<file path="config.mk">
export PLATFORM = sky130hd
export DESIGN_NAME = lge_cell_unit
export DESIGN_NICKNAME = d
export VERILOG_FILES = /design/src/rtl/lge_pkg.sv /design/src/rtl/lge_cell_unit.sv
export SDC_FILE = /design/constraint.sdc
export NUM_CORES = 1
export LEC_CHECK = 0
export BUFFER_PORTS_ARGS = -buffer_cell sky130_fd_sc_hd__buf_2
export CORE_AREA = 3 3 40 42
export DETAILED_ROUTE_END_ITERATION = 7
export DIE_AREA = 0 0 43 45
export MAX_ROUTING_LAYER = met4
export PLACE_DENSITY = 0.3
export SETUP_SLACK_MARGIN = 0.2
export SLEW_MARGIN = 10
export SYNTH_ARGS = -nofsm -noshare
export SYNTH_HDL_FRONTEND = slang
export SYNTH_SLANG_ARGS = --single-unit
export TNS_END_PERCENT = 10
</file>
<file path="constraint.sdc">
create_clock -name vclk -period 4.7
set_input_delay 0.94 -clock vclk [all_inputs]
set_output_delay 0.94 -clock vclk [all_outputs]
set_load 0.1 [all_outputs]
</file>
<file path="src/rtl/lge_pkg.sv">
// Shared constants, command codes and types for the Life generation engine.
// No dependencies; imported by lge_cell_unit and life_generation_engine.
`timescale 1ns / 1ps

package lge_pkg;

  // Grid storage bounds
  localparam int MAX_ROWS = 64;
  localparam int MAX_COLS = 64;
  localparam int ROW_W    = $clog2(MAX_ROWS);
  localparam int COL_W    = $clog2(MAX_COLS);

  // Field and register widths
  localparam int CFG_W    = 7;
  localparam int POP_W    = 13;
  localparam int MIN_DIM  = 2;
  localparam int APB_DW   = 32;
  localparam int APB_AW   = 3;

  // Commands
  localparam logic [1:0] CMD_SET   = 2'd0;
  localparam logic [1:0] CMD_READ  = 2'd1;
  localparam logic [1:0] CMD_STEP  = 2'd2;
  localparam logic [1:0] CMD_CLEAR = 2'd3;

  // Register select (address bit 2)
  localparam logic REG_ROWS = 1'b0;
  localparam logic REG_COLS = 1'b1;

  // Result status
  localparam logic STAT_OK  = 1'b0;
  localparam logic STAT_OOB = 1'b1;

  // 3x3 neighborhood around one cell; mid[1] is the cell itself
  typedef struct packed {
    logic [2:0] up;
    logic [2:0] mid;
    logic [2:0] dn;
  } lge_win_t;

  // Clamp a size register into the range MIN_DIM..maxv
  function automatic logic [CFG_W-1:0] eff_dim(input logic [CFG_W-1:0] v,
                                               input logic [CFG_W-1:0] maxv);
    logic [CFG_W-1:0] res;
    if (v < CFG_W'(MIN_DIM)) begin
      res = CFG_W'(MIN_DIM);
    end else if (v > maxv) begin
      res = maxv;
    end else begin
      res = v;
    end
    return res;
  endfunction

endpackage

</file>
<file path="src/rtl/lge_cell_unit.sv">
// B3/S23 rule unit: counts the eight neighbors of one cell and gives its next state.
// Depends on lge_pkg (lge_win_t).
`timescale 1ns / 1ps

module lge_cell_unit import lge_pkg::*; (
  input  lge_win_t win,
  output logic     next_alive
);

  logic [3:0] nbr_cnt;

  // neighbor count, center cell excluded
  always_comb begin
    nbr_cnt = 4'(win.up[0]) + 4'(win.up[1]) + 4'(win.up[2])
            + 4'(win.mid[0]) + 4'(win.mid[2])
            + 4'(win.dn[0]) + 4'(win.dn[1]) + 4'(win.dn[2]);
  end

  // born with exactly 3, survives with 2 or 3
  assign next_alive = (nbr_cnt == 4'd3) || (win.mid[1] && (nbr_cnt == 4'd2));

endmodule

</file>
==> results by group <==
Drt
  – Vias per cell: ~3.6
  – DR vias: between 150 and 200
  – Residual DRC: 0
  – Detailed Route Iter0 Violations: 0
  – Final wirelength: approximately 320 um
  – Detail Route Antenna Nets: 0
  – DR WL/cell: 6.563 um
  – 1st-pass router iterations: 1

Final layout
  – NumNets Final: between 50 and 60
  – Area occupied by registers: 0 um2
  – Seq Cell Count: 0
  – Diodes inserted: 0
  – Clkbuf count: 0
  – Final Cell Area: between 300 and 400 um2
  – Multi-input logic area: approximately 180 um2
  – Share of cells above drive strength 1: 54.55%
  – P&R area growth vs syn: 71.62%
  – Layout fillers: around 140
  – Final core occ: between 20% and 30%

STA
  – Final Setup Violations: 0
  – Crit path time final: around 4600 ps
  – TNS Setup: 0 ps
  – Fin. max-slew vios: 0
  – Unrepaired setup endpoints after global routing: true
  – Final Hold Viols: 0
  – Slew HR: between 80 and 90%
  – Fmax: 217.7 MHz
  – Worst-Margin Slew: about 160 ps
  – Crit share post-route: between 90% and 100%

Global routing
  – Largest net degree at the start of global routing: 3
  – Vias in the first global route: approximately 160
  – GRT Util Overall: between 3 and 4%
  – Initial antenna violation count: 0
  – Overflow after GRT: 0
  – First-pass GRT wire length: around 600 um

Floorplan
  – Core ar.: between 0.001 and 0.0015 mm2
  – Die W: 43 um
  – Die area: between 0.0015 and 0.002 mm2
  – FP Rows: 13
  – Initial cell density of the core: 14.41%
  – Num ports: 10
  – Height of the die: 45 um

Job
  – Max-cap violation count: 0

Worst setup path
  – Kind of critical path: input pin to output port
  – Data arrival time of the worst path: about 3700 ps
  – Worst EP required: 3760 ps
  – Setup crit end kind: output port
  – Crit start category: input pin
  – Crit. Startpoint: win[0]
  – CP max FO: 2

Pwr
  – P_sw: a little under 60 uW
  – Flop pwr share: 0%
  – Peak VDD IR: roughly 0.1 mV
  – Clock Power Share: 0%
  – Pwr Density: 321.4 mW/mm2
  – Switching share of total power: a little under three fifths
  – Leak: around 0.00017 uW
  – Comb power frac: 100.0%
  – Int Pwr: about 44 uW

Hold path
  – Hold Crit Class: input pin to output port
  – HP Start: win[4]

Synth
  – Mapped Cells: 23
  – Post-Syn Area: 185.2 um2
  – Synthesis Warnings: 0
  – Syn Area/Cell: ~8.1 um2
  – Cell variety after synth: 7
  – Syn_nets: 39
  – Sequential fraction of the synthesis area: 0%

Clock tree
  – CTS Hold Buffers Added: 0

Place
  – Port buffer count: 10
  – DP Area: 292.8 um2
  – GP Congestion: roughly 0.6

Status
  – Status: completed
==> power by group through the flow <==
stage	logic [uW]	clock network, uW	registers (uW)
2_1_floorplan	64.7	0	0
3_3_place_gp	90.8	0	0
3_5_place_dp	91.8	0	0
4_1_cts	105	0	0
5_1_grt	112	0	0
6_report	102	0	0
==> worst max-delay path, cell delays in order <==
cell and delay, ps:
buf_6 70, inv_2 30, fa_1 540, fa_1 420, fa_1 500, inv_2 50
ha_4 160, fa_2 350, or2_4 240, a21oi_4 160, buf_12 180
==> kinds of logic (layout without fill, tap and decap cells) <==
family | after synthesis | count (layout) | synth area share (%)
buffers and inverters | 11 | 21 | 22.30
adders and majority gates | 7 | 7 | 63.52
AOI/OAI and AO/OA | 3 | 3 | 8.106
and+or+nand+nor | 2 | 2 | 6.081
==> what timing repair did <==
action                                  CTS  global route
cloned                                    0             0
setup buffers                             0             0
gates resized for setup                   7             0
pin swaps                                 7             0
endpoints found under the setup margin    1             1
==> final timing paths <==
kind | cells past startpoint | slack (ps) | endpoint
worst max-delay path | 11 | 110 | next_alive
worst min-delay path | 4 | 2330 | next_alive
==> layout by cell type (no fill, tap or decap), types with 2 or more instances in the layout <==
cell type / netlist / routed
inv_2: 0 / 2
ha_1: 3 / 2
fa_1: 4 / 3
inv_1: 11 / 8
buf_2: 0 / 7
==> synthesized netlist by cell type <==
library cell	number	share of area, %
nand3_1	1	2.7
o21ai_0	1	2.7
inv_1	11	22
or2_0	1	3.4
ha_1	3	20
a21oi_1	2	5.4
fa_1	4	43
==> layer usage <==
metal | vias up | global-route usage, % | wire (um)
li1 | 85 | - | -
met1 | 80 | 5.097 | 115
met2 | 7 | 6.886 | 158
met3 | 0 | 0.7968 | 41
met4 | 0 | 0 | 0
met5 | - | - | 0
==> per-stage QoR <==
step                cells  total power (uW)  worst slack [ps]  hold slack [ps]
finish                 48             102.1             105.5             2333
global route           48             112.2             23.97             2362
CTS                    48             104.8             89.73             2342
detailed placement     48             91.79            -38.01             2360
global placement       48             90.82            -46.44             2370
floorplan              23             64.75            -59.97             2211
==> area by class of cell <==
type | count | share of cell area [%]
inverters | 11 | 15.35
multi-input cells | 12 | 55.51
well taps | 15 | 5.906
repair buffers | 10 | 23.23
(Power assumes the default switching activity.)
